$ cat config.mk
export PLATFORM = sky130hd
export DESIGN_NAME = ngic_div_cell
export DESIGN_NICKNAME = d
export VERILOG_FILES = /design/src/hw/rtl/ngic_pkg.sv /design/src/hw/rtl/ngic_div_cell.sv
export SDC_FILE = /design/constraint.sdc
export NUM_CORES = 1
export LEC_CHECK = 0
export ABC_AREA = 1
export BUFFER_PORTS_ARGS = -buffer_cell sky130_fd_sc_hd__buf_2
export CAP_MARGIN = 20
export CORE_AREA = 2 2 208 210
export DETAILED_ROUTE_END_ITERATION = 16
export DIE_AREA = 0 0 210 212
export SYNTH_ARGS = -nofsm -noshare
export SYNTH_HDL_FRONTEND = slang
export SYNTH_SLANG_ARGS = --single-unit
$ cat constraint.sdc
create_clock -name aclk -period 2.65 [get_ports aclk]
set_input_delay 0.1325 -clock aclk [delete_from_list [all_inputs] [get_ports aclk]]
set_output_delay 0.1325 -clock aclk [all_outputs]
set_load 0.02 [all_outputs]
$ cat src/hw/rtl/ngic_pkg.sv
// ----------------------------------------------------------------------------
// ngic_pkg: shared types and constants of the grid index converter
// Field widths, operation codes, register indexes and the item record
// that travels down the cell chain.
// ----------------------------------------------------------------------------
`default_nettype none

package ngic_pkg;

    localparam int MAX_DIMS  = 4;
    localparam int LEN_BITS  = 12;
    localparam int IDX_BITS  = 48;
    localparam int CRD_BITS  = 14;
    localparam int NDIM_BITS = 3;
    localparam int DIM_W     = $clog2(MAX_DIMS);
    localparam int OP_BITS   = 2;

    // one division step per quotient bit, one group of cells per dimension
    localparam int DIV_CELLS = MAX_DIMS * IDX_BITS;

    localparam logic [OP_BITS-1:0] OP_LIN   = 2'd0;
    localparam logic [OP_BITS-1:0] OP_DELIN = 2'd1;
    localparam logic [OP_BITS-1:0] OP_REL   = 2'd2;
    localparam logic [OP_BITS-1:0] OP_UNDEF = 2'd3;

    localparam logic [2:0] REG_NUM_DIMS = 3'd0;
    localparam logic [2:0] REG_LEN_0    = 3'd1;
    localparam logic [2:0] REG_LEN_1    = 3'd2;
    localparam logic [2:0] REG_LEN_2    = 3'd3;
    localparam logic [2:0] REG_LEN_3    = 3'd4;

    typedef struct packed {
        logic [OP_BITS-1:0]                 op;
        logic [IDX_BITS-1:0]                lin;   // index as received
        logic [MAX_DIMS-1:0][CRD_BITS-1:0]  off;   // coordinates or offsets
        logic [MAX_DIMS-1:0][LEN_BITS-1:0]  dc;    // delinearized coordinates
        logic [IDX_BITS-1:0]                quo;   // dividend, quotient bits shift in
        logic [LEN_BITS-1:0]                rem;   // partial remainder
        logic [IDX_BITS-1:0]                acc;   // relinearized index
        logic                               ok;    // all coordinates in range
    } item_t;

endpackage

`default_nettype wire

$ cat src/hw/rtl/ngic_div_cell.sv
// ----------------------------------------------------------------------------
// ngic_div_cell: one restoring division step
// Shifts one dividend bit into the partial remainder, subtracts the length
// when it fits and shifts the quotient bit in. Registered toward the next cell.
// ----------------------------------------------------------------------------
`default_nettype none

module ngic_div_cell (
    input  wire logic                          aclk,
    input  wire logic                          aresetn,
    input  wire logic                          en,
    input  wire logic [ngic_pkg::LEN_BITS-1:0] divisor,
    input  wire logic                          vld_in,
    input  wire ngic_pkg::item_t               item_in,
    output logic                               vld_out,
    output ngic_pkg::item_t                    item_out
);

    logic                            vld_reg;
    ngic_pkg::item_t                 item_reg;
    ngic_pkg::item_t                 item_next;
    logic [ngic_pkg::LEN_BITS:0]     shifted;
    logic [ngic_pkg::LEN_BITS:0]     diff;
    logic                            fits;

    always_comb begin
        shifted   = {item_in.rem, item_in.quo[ngic_pkg::IDX_BITS-1]};
        diff      = shifted - {1'b0, divisor};
        fits      = shifted >= {1'b0, divisor};
        item_next = item_in;
        item_next.rem = fits ? diff[ngic_pkg::LEN_BITS-1:0]
                             : shifted[ngic_pkg::LEN_BITS-1:0];
        item_next.quo = {item_in.quo[ngic_pkg::IDX_BITS-2:0], fits};
    end

    always_ff @(posedge aclk) begin
        if (!aresetn) begin
            vld_reg <= 1'b0;
        end else if (en) begin
            vld_reg <= vld_in;
        end
    end

    always_ff @(posedge aclk) begin
        if (en) begin
            item_reg <= item_next;
        end
    end

    assign vld_out  = vld_reg;
    assign item_out = item_reg;

endmodule

`default_nettype wire

==> run_results.csv <==
group,metric,value,unit
synth,synth_warnings,0,
synth,ys_seq_elements,264,
placement,place_inst,1544,
detailed_routing,routedWlPerCell,17.30,um
worst_setup_path,r2r_end,"vld_out$_SDFFE_PN0P_",
worst_setup_path,critical_path.startpoint_type,"primary input",
finish,final_layout_size_suffix_gt1_frac,0.4657,
pwr,power_frac_comb,0.159,
pwr,internal-power,7.905,mW
global_route,grt.total_usage,0.1330,
worst_setup_path,slowest_stage,"dlygate4sd3_1",
finish,area_growth,78.40,%
detailed_routing,drt_pre_antenna_iters,5,
pwr,power_density,665.5,nW/um^2
worst_setup_path,endpoint_kind,"flop",
global_route,grt_pass1_vias,7616,
sta,setup_viol,0,
detailed_routing,routed_via_density,3.875,
detailed_routing,antenna_left,0,
synth,syn_avg_cell_area,19.90,sq um
pwr,seqPwrFrac,0.479,
worst_setup_path,worstSetupPathType,"primary input to flop",
floorplan,coreArea,42510,sq um
outcome,status,"finished, final reports clean",
min_path,hold_class,"primary input to flop",
synth,synth_nets,742,
global_route,grt-ovfl-total,0,
floorplan,die_w,210,um
cts,cts_buffers,29,
placement,port_buffers,542,
sta,rsz0062_at_grt,"no",
min_path,hold_depth,1,
flow_run,maxCapViolCount,0,
worst_setup_path,crit_arrival,2190,ps
pwr,p_clk_frac,0.362,
synth,synthSimpleGateAreaFrac,0.06009,
finish,fillerInstances,3996,
worst_setup_path,critPathRequiredTime,2940,ps
sta,setup_tns,0,ps
worst_setup_path,r2r_slack,1450,ps
cts,clk_latency,560,ps
sta,fin_crit,1899,ps
sta,fmax,526.6,MHz
detailed_routing,routed_wl,32180,um
finish,final_core_util,0.3758,
cts,root_buffer,"clkbuf_16",
worst_setup_path,crit_chain,"dlygate4sd3_1, buf_2, ha_1, nand2_2, inv_1, nand2_1, nand2_2, a21oi_4, nand3_4, nand2_1, o21ai_0",
synth,ys_types,26,
sta,fin_crit_sh,0.7165,
min_path,min_to,"item_out[124]$_DFFE_PP_",
worst_setup_path,path_max_fanout,19,
pwr,p_sw,2.726,mW
synth,yosys.area_share.adder,0.01901,
synth,synth-seq-area-share,0.8843,
cts,cts_sinks,264,
global_route,grt_pass1_wl,44750,um
finish,final_nets,1585,
placement,dp_hpwl,22630,um
floorplan,rows,76,
global_route,grt_max_degree,69,
floorplan,start_util,0.2106,
cts,postCtsSetupBuffers,0,
finish,final_cell_mix,"541 x buf_2, 264 x dlygate4sd3_1, 263 x edfxtp_1",
pwr,ir_worst_vdd,434.6,uV
worst_setup_path,cpPeakStageDelay,530,ps
placement,gp_congestion,0.8622,
synth,synth_top_family_by_area,"simple AND/OR/NAND/NOR gates",
finish,layout.area.seq,7918,sq um
finish,design_area,15970,sq um
synth,syn_inst,450,
synth,synth-compound-area-share,0.009223,
sta,slew_viol_final,0,
detailed_routing,vias,7208,
floorplan,die-area,44520,sq um
worst_setup_path,rr_startpoint,"vld_out$_SDFFE_PN0P_",
sta,hold_violations,0,
pwr,p_sw_frac,0.2564,
detailed_routing,drcViolationCount,0,
finish,final_common_cell,"buf_2",
synth,synth_mux_area_frac,0,
floorplan,die_h,212,um
floorplan,pin_count,543,
sta,worst_pin_slew,568.2,ps
finish,final_cells,1860,
cts,clk_pin_slew,60,ps
detailed_routing,initialDrtViolationCount,480,
sta,fin_skew,0,ps
placement,place_area,12430,sq um
worst_setup_path,reg2reg_depth,3,
cts,cts_tree,"done",
synth,synth_xor_area_frac,0.005869,
finish,multi_input_area,843.3,sq um
cts,cts_buffer_depth,3,
sta,slew_headroom,0.6212,
synth,syn_area,8954,sq um
cts,h-tree-depth,1,
global_route,grt_antenna_before_repair,3,
pwr,cellLeakagePower,6.961,nW
min_path,hold_start,"en",
[critical path: cells and delay by family]
| kind | cells | cell delay (ps) |
|---|---|---|
| fa+ha+maj | 1 | 350 |
| buf+inv | 3 | 700 |
| simple gates | 5 | 660 |
| compound gates | 2 | 330 |
[repair_timing]
item,4_1_cts,5_1_grt
hold endpoints to repair,263,0
hold buffers,264,0
gates resized for setup,0,0
[power groups by stage]
stage | logic [mW] | registers, mW | clock network (mW)
floorplan | 0.192 | 5.61 | 0
finish | 1.69 | 5.09 | 3.85
CTS | 1.69 | 5.09 | 3.96
global route | 1.80 | 5.12 | 4.13
detailed placement | 1.37 | 5.17 | 0
global placement | 1.36 | 5.16 | 0
[cells by family after synthesis]
group / after synthesis
flip-flops: 264
AND/OR/NAND/NOR: 108
buffers and inverters: 47
adder cells (fa/ha/maj): 13
AO/OA/AOI/OAI: 12
XOR/XNOR: 6
[layer usage]
layer | wire length [um] | vias to the layer above | GRT usage
met5 | 0 | - | 0
met4 | 1373 | 0 | 0.06334
met3 | 2526 | 71 | 0.03944
met2 | 16130 | 361 | 0.2321
met1 | 12150 | 3422 | 0.1493
li1 | - | 3354 | -
[worst max path at each step]
stage	from	endpoint	slack, ps
after floorplan	divisor[8]	item_out[55]$_DFFE_PP_	1040
after detailed placement	divisor[8]	item_out[49]$_DFFE_PP_	740
final	item_in[56]	item_out[49]$_DFFE_PP_	750
after global placement	divisor[8]	item_out[54]$_DFFE_PP_	760
after CTS	item_in[56]	item_out[49]$_DFFE_PP_	790
after global routing	item_in[56]	item_out[49]$_DFFE_PP_	610
[flip-flops by register name, summed over array words and instances, names as in the netlist]
signal and flops:
item_out 263, vld_out 1
[per-stage QoR]
stage               worst slack (ps)  hold WS (ps)  total power [mW]
detailed placement             737.9         310.6             6.544
CTS                            788.9         44.97             10.75
global placement               757.8         309.1             6.526
floorplan                       1036         226.0             5.806
global route                   609.0         44.23             11.05
finish                         751.2         57.60             10.63
[cell type report]
class | instances | share of cell area
sequential | 264 | 0.4957
timing repair buffer | 813 | 0.3415
multi-input combinational | 139 | 0.05280
clock buffer | 35 | 0.04684
tap | 546 | 0.04277
inverter | 46 | 0.01081
clock inverter | 15 | 0.009243
antenna | 2 | 0.0003133
[cells in the mapped netlist]
cell type | instances | area share
a21oi_1 | 4 | 0.0022
a21oi_4 | 1 | 0.0018
buf_12 | 1 | 0.0022
dfxtp_1 | 1 | 0.0022
edfxtp_1 | 263 | 0.88
fa_1 | 1 | 0.0022
ha_1 | 12 | 0.017
inv_1 | 44 | 0.018
inv_2 | 2 | 0.00084
nand2_1 | 61 | 0.026
nand2_2 | 5 | 0.0035
nand2_4 | 1 | 0.0013
nand3_1 | 9 | 0.0050
nand3_2 | 6 | 0.0067
nand3_4 | 1 | 0.0020
nand3b_1 | 2 | 0.0017
nand4_1 | 9 | 0.0063
nor2_1 | 9 | 0.0038
nor2_2 | 2 | 0.0014
nor2_4 | 1 | 0.0013
nor3_1 | 1 | 0.00056
nor3_2 | 1 | 0.0011
o21ai_0 | 4 | 0.0022
o21ai_2 | 3 | 0.0029
xnor2_1 | 1 | 0.00098
xor2_1 | 5 | 0.0049
No activity file was read; power rests on OpenSTA's default activity.
