**config.mk**
```make
export PLATFORM = sky130hd
export DESIGN_NAME = ngic_lin_cell
export DESIGN_NICKNAME = d
export VERILOG_FILES = /design/src/hw/rtl/ngic_pkg.sv /design/src/hw/rtl/ngic_lin_cell.sv
export SDC_FILE = /design/constraint.sdc
export NUM_CORES = 1
export LEC_CHECK = 0
export BUFFER_PORTS_ARGS = -buffer_cell sky130_fd_sc_hd__clkbuf_2
export CORE_UTILIZATION = 50
export DETAILED_ROUTE_END_ITERATION = 7
export GPL_TIMING_DRIVEN = 0
export PLACE_DENSITY = 0.74
export SLEW_MARGIN = 20
export SYNTH_ARGS = -nofsm -noshare
export SYNTH_HDL_FRONTEND = slang
export SYNTH_SLANG_ARGS = --single-unit
```
**constraint.sdc**
```tcl
create_clock -name aclk -period 10.5 [get_ports aclk]
set_input_delay 0.525 -clock aclk [delete_from_list [all_inputs] [get_ports aclk]]
set_output_delay 0.525 -clock aclk [all_outputs]
set_load 0.05 [all_outputs]
```
**src/hw/rtl/ngic_pkg.sv**
```systemverilog
// ----------------------------------------------------------------------------
// ngic_pkg: shared types and constants of the grid index converter
// Field widths, operation codes, register indexes and the item record
// that travels down the cell chain.
// ----------------------------------------------------------------------------
`default_nettype none

package ngic_pkg;

    localparam int MAX_DIMS  = 4;
    localparam int LEN_BITS  = 12;
    localparam int IDX_BITS  = 48;
    localparam int CRD_BITS  = 14;
    localparam int NDIM_BITS = 3;
    localparam int DIM_W     = $clog2(MAX_DIMS);
    localparam int OP_BITS   = 2;

    // one division step per quotient bit, one group of cells per dimension
    localparam int DIV_CELLS = MAX_DIMS * IDX_BITS;

    localparam logic [OP_BITS-1:0] OP_LIN   = 2'd0;
    localparam logic [OP_BITS-1:0] OP_DELIN = 2'd1;
    localparam logic [OP_BITS-1:0] OP_REL   = 2'd2;
    localparam logic [OP_BITS-1:0] OP_UNDEF = 2'd3;

    localparam logic [2:0] REG_NUM_DIMS = 3'd0;
    localparam logic [2:0] REG_LEN_0    = 3'd1;
    localparam logic [2:0] REG_LEN_1    = 3'd2;
    localparam logic [2:0] REG_LEN_2    = 3'd3;
    localparam logic [2:0] REG_LEN_3    = 3'd4;

    typedef struct packed {
        logic [OP_BITS-1:0]                 op;
        logic [IDX_BITS-1:0]                lin;   // index as received
        logic [MAX_DIMS-1:0][CRD_BITS-1:0]  off;   // coordinates or offsets
        logic [MAX_DIMS-1:0][LEN_BITS-1:0]  dc;    // delinearized coordinates
        logic [IDX_BITS-1:0]                quo;   // dividend, quotient bits shift in
        logic [LEN_BITS-1:0]                rem;   // partial remainder
        logic [IDX_BITS-1:0]                acc;   // relinearized index
        logic                               ok;    // all coordinates in range
    } item_t;

endpackage

`default_nettype wire

```
**src/hw/rtl/ngic_lin_cell.sv**
```systemverilog
// ----------------------------------------------------------------------------
// ngic_lin_cell: one Horner step of relinearization
// Forms the coordinate of its dimension, checks it against the length and
// folds it into the running index: acc = acc * len + coord.
// ----------------------------------------------------------------------------
`default_nettype none

module ngic_lin_cell (
    input  wire logic                          aclk,
    input  wire logic                          aresetn,
    input  wire logic                          en,
    input  wire logic [ngic_pkg::DIM_W-1:0]    dim_idx,
    input  wire logic                          in_use,
    input  wire logic [ngic_pkg::LEN_BITS-1:0] len,
    input  wire logic                          vld_in,
    input  wire ngic_pkg::item_t               item_in,
    output logic                               vld_out,
    output ngic_pkg::item_t                    item_out
);

    localparam int XW = ngic_pkg::LEN_BITS + 4;
    localparam int PW = ngic_pkg::IDX_BITS + ngic_pkg::LEN_BITS;

    logic                             vld_reg;
    ngic_pkg::item_t                  item_reg;
    ngic_pkg::item_t                  item_next;
    logic [ngic_pkg::CRD_BITS-1:0]    off;
    logic [ngic_pkg::LEN_BITS-1:0]    base;
    logic [XW-1:0]                    x;
    logic                             x_ok;
    logic [ngic_pkg::LEN_BITS-1:0]    x_use;
    logic [ngic_pkg::LEN_BITS-1:0]    mult;
    logic [PW-1:0]                    prod;

    always_comb begin
        off  = item_in.off[dim_idx];
        base = (item_in.op == ngic_pkg::OP_LIN) ? '0 : item_in.dc[dim_idx];
        // two's complement add, sign in the top bit
        x    = {{(XW-ngic_pkg::LEN_BITS){1'b0}}, base}
             + {{(XW-ngic_pkg::CRD_BITS){off[ngic_pkg::CRD_BITS-1]}}, off};
        x_ok = !x[XW-1] && (x[XW-2:0] < {{(XW-1-ngic_pkg::LEN_BITS){1'b0}}, len});
        x_use = in_use ? x[ngic_pkg::LEN_BITS-1:0] : '0;
        mult  = in_use ? len : {{(ngic_pkg::LEN_BITS-1){1'b0}}, 1'b1};
        prod  = item_in.acc * mult;
        item_next     = item_in;
        item_next.acc = prod[ngic_pkg::IDX_BITS-1:0]
                      + {{(ngic_pkg::IDX_BITS-ngic_pkg::LEN_BITS){1'b0}}, x_use};
        item_next.ok  = item_in.ok && (!in_use || x_ok);
    end

    always_ff @(posedge aclk) begin
        if (!aresetn) begin
            vld_reg <= 1'b0;
        end else if (en) begin
            vld_reg <= vld_in;
        end
    end

    always_ff @(posedge aclk) begin
        if (en) begin
            item_reg <= item_next;
        end
    end

    assign vld_out  = vld_reg;
    assign item_out = item_reg;

endmodule

`default_nettype wire
```
==> impl_metrics.csv <==
group,metric,value,unit
logic_synthesis,syn-mean-instance-area,10.9,µm²
logic_synthesis,async_reset_ff_share,0,%
clock_tree,cts-resized-gates,0,
clock_tree,cts-hold-fix-buffers,0,
power_and_ir_drop,power_leakage,13.8,nW
finish,layout.cells.non_filler,3602,
sta,max_slew_margin,35.7,%
clock_tree,cts_root_buffer,"sky130_fd_sc_hd__clkbuf_16",
placed_design,dp_hpwl,72700,µm
worst_hold_path,hold_path.startpoint,"item_in[107]",
placed_design,dpl_cell_area,0.0290,mm²
logic_synthesis,synth_seq_cells,264,
logic_synthesis,ys_top_cells_by_area,"sky130_fd_sc_hd__fa_1 (32%), sky130_fd_sc_hd__edfxtp_1 (31%), sky130_fd_sc_hd__inv_1 (6.3%)",
logic_synthesis,synth_edf_count,263,
sta,final_critical_delay_including_setup_and_external_delays,9000,ps
logic_synthesis,post_synth_inst_count,2327,
sta,timing.clock.skew,0,ps
critical_path,crit-reg2reg-launch,"vld_out$_SDFFE_PN0P_",
sta,worst-slew-pin-transition,965,ps
clock_tree,clock_buffer_depth,3,
detailed_routing,vias,19765,
detailed_routing,avgViaCountPerCell,5.49,
detailed_routing,wl_met1,33400,µm
critical_path,critPathLaunchType,"input pin",
logic_synthesis,netlist.top_cell.by_area,"sky130_fd_sc_hd__fa_1",
logic_synthesis,yosysWarningCount,0,
critical_path,crit_type,"in2reg",
detailed_routing,post-route-drc-count,0,
finish,stdcell_area,0.0300,mm²
worst_hold_path,hold_path_end,"item_out[107]$_DFFE_PP_",
finish,areaGrowthSynthToFinish,18.0,%
global_routing,antenna_violations_before_repair,15,
sta,unrepaired_setup_endpoints_after_global_routing,"false",
global_routing,first_global_vias,20850,
sta,period_share,85.7,%
global_routing,globalRoute.totalOverflow,0,
clock_tree,ctsHtreeMaxLevel,1,
floorplanning,placementRows,82,
finish,drive_gt1_share,21.2,%
floorplanning,die_area,0.0517,mm²
critical_path,crit_required,10810,ps
sta,layout_setup_ws,1500,ps
detailed_routing,antenna_left,0,
clock_tree,cts_inserted_buffers,28,
floorplanning,floorplan.die.width,227,µm
critical_path,worst-r2r-setup-slack,9850,ps
placed_design,numPlacedInstances,3542,
power_and_ir_drop,pwr_density_cell,251,mW/mm²
floorplanning,core-area,0.0502,mm²
placed_design,dp_worst_setup_slack,1060,ps
placed_design,gpl_wtd_cong,0.960,
detailed_routing,wl_met3,8430,µm
detailed_routing,routed_wire_length_on_met2,41100,µm
floorplanning,design.portCount,546,
logic_synthesis,ys_seq_area_share,31.2,%
critical_path,startpoint,"dim_idx[1]",
sta,setup-tns-final,0,ps
logic_synthesis,netlist_area,0.0254,mm²
clock_tree,cts.clk_slew.worst_paths,70,ps
detailed_routing,drt_pass1_iterations,7,
clock_tree,worstSkewPairLatency,590,ps
critical_path,r2r.worst_path.cells,2,
worst_hold_path,timing.hold.worst.class,"in2reg",
critical_path,endpoint_kind,"register",
critical_path,slowest_stage,"sky130_fd_sc_hd__o211ai_1",
floorplanning,start_util,50.6,%
logic_synthesis,syn-num-nets,3147,
critical_path,critical_path.reg2reg.endpoint,"vld_out$_SDFFE_PN0P_",
critical_path,maximum_cell_stage_delay_along_the_critical_path,640,ps
detailed_routing,top_signal_layer_used,"met5",
logic_synthesis,number_of_distinct_library_cells_after_synthesis,59,
finish,design.final.nets,3720,
power_and_ir_drop,ir_worst_vdd,0.000253,V
global_routing,grt_pass1_wl,129000,µm
detailed_routing,average_detailed_routed_wire_length_per_instance,24.2,µm
run_status,run_status,"finished, final reports clean",
detailed_routing,detail_route.iter0.violations,1493,
logic_synthesis,synth_ff_type,"sky130_fd_sc_hd__edfxtp_1",
clock_tree,cts_sinks,264,
worst_hold_path,hold_path_depth,1,
sta,fin_hold_ws,101,ps
clock_tree,cts_post_setup_buffers_inserted,0,
sta,finalSetupViolations,0,
logic_synthesis,synth_top_area_share,32.3,%
placed_design,io_buffers,540,
critical_path,arrival,9320,ps
critical_path,path_max_fanout,10,
sta,final-hold-violation-count,0,
detailed_routing,wirelength,87200,µm
clock_tree,cts_tree,"done",
global_routing,globalRouteTotalUtil,34.5,%
flow_run,max-cap-violations,0,
global_routing,grt_max_degree,95,
sta,final_max_slew_viol_count,0,
sta,fmax,111,MHz
floorplanning,die_h,227,µm
-- per-layer routing --
metal | global-route usage (%) | up-vias
met5 | 0 | -
met4 | 17.3 | 2
met3 | 8.03 | 195
met2 | 55.8 | 1071
met1 | 43.7 | 9935
li1 | - | 8562
-- flip-flops by register name (all words and copies together) (netlist names) --
| name | cells |
|---|---|
| item_out | 263 |
| vld_out | 1 |
-- through the flow --
stage | total power [mW] | utilization [%]
2_1_floorplan | 5.13 | -
6_report | 7.51 | 59.7
4_1_cts | 7.48 | 59.7
5_1_grt | 8.04 | 59.7
3_5_place_dp | 6.45 | 57.9
3_3_place_gp | 6.35 | 57.7
-- cell usage in the layout, fill, tap and decap left out, types with 10 or more instances in the layout --
cell	n
sky130_fd_sc_hd__ha_1	128
sky130_fd_sc_hd__fa_1	410
sky130_fd_sc_hd__o21bai_1	10
sky130_fd_sc_hd__nor2b_1	20
sky130_fd_sc_hd__edfxtp_1	263
sky130_fd_sc_hd__nor3_1	10
sky130_fd_sc_hd__clkbuf_1	128
sky130_fd_sc_hd__xor2_1	21
sky130_fd_sc_hd__nand2_1	405
sky130_fd_sc_hd__mux4_2	22
sky130_fd_sc_hd__xnor2_1	50
sky130_fd_sc_hd__a21oi_1	59
sky130_fd_sc_hd__clkbuf_16	28
sky130_fd_sc_hd__o21ai_0	38
sky130_fd_sc_hd__o21a_1	12
sky130_fd_sc_hd__and3_1	135
sky130_fd_sc_hd__nand3_1	21
sky130_fd_sc_hd__a21o_1	25
sky130_fd_sc_hd__and2_1	21
sky130_fd_sc_hd__nor2_1	35
sky130_fd_sc_hd__diode_2	10
sky130_fd_sc_hd__clkbuf_2	540
sky130_fd_sc_hd__inv_1	428
-- layout make-up --
cell class / count / area [µm²]
multi-input cells: 1505 / 15400
repair buffers: 543 / 2790
clock buffers: 37 / 754
diodes: 10 / 25.0
plain buffers: 130 / 498
inverters: 428 / 1610
well taps: 672 / 841
fillers: 4247 / 20200
flip-flops and latches: 264 / 7920
clock inverters: 13 / 155
-- worst max path at each step --
stage	to	slack (ps)	depth (start not counted)
floorplan	item_out[48]$_DFFE_PP_	2870	33
global placement	item_out[44]$_DFFE_PP_	1210	33
detailed placement	item_out[44]$_DFFE_PP_	1060	33
CTS	item_out[44]$_DFFE_PP_	1650	33
global route	item_out[42]$_DFFE_PP_	1020	30
finish	item_out[44]$_DFFE_PP_	1500	33
-- critical path: cells and delay by family --
| family | cells | cell delay, ps |
|---|---|---|
| multiplexers | 1 | 440 |
| buffers and inverters | 7 | 1380 |
| XOR/XNOR | 2 | 310 |
| AO/OA/AOI/OAI | 11 | 3300 |
| adder cells (fa/ha/maj) | 7 | 2810 |
| AND/OR/NAND/NOR | 5 | 540 |
-- cell usage after synthesis, types with 22 or more instances --
cell / count
sky130_fd_sc_hd__inv_1: 428
sky130_fd_sc_hd__fa_1: 410
sky130_fd_sc_hd__nand2_1: 405
sky130_fd_sc_hd__edfxtp_1: 263
sky130_fd_sc_hd__and3_1: 135
sky130_fd_sc_hd__ha_1: 128
sky130_fd_sc_hd__clkbuf_1: 121
sky130_fd_sc_hd__a21oi_1: 59
sky130_fd_sc_hd__xnor2_1: 50
sky130_fd_sc_hd__o21ai_0: 38
sky130_fd_sc_hd__nor2_1: 35
sky130_fd_sc_hd__a21o_1: 25
sky130_fd_sc_hd__mux4_2: 22
-- power by group --
part | switching (mW) | leakage [nW] | total, mW | internal [mW]
clock | 0.446 | 0.433 | 1.00 | 0.558
sequential | 0.0702 | 2.58 | 1.58 | 1.51
combinational | 3.17 | 10.7 | 4.92 | 1.75
total | 3.69 | 13.8 | 7.51 | 3.82
-- logic make-up (layout without fill, tap and decap cells) --
logic type                 count (synthesis)  in the layout  synth area share (%)
and+or+nand+nor                          676            676                  12.2
buffers and inverters                    558           1151                  8.28
adders and majority gates                538            538                  38.6
DFF                                      264            264                  31.2
AOI/OAI and AO/OA                        190            190                  4.83
xor gates and xnor gates                  71             71                  2.45
muxes                                     30             30                  2.46
other                                      0             10                     0
(Power assumes the default switching activity.)
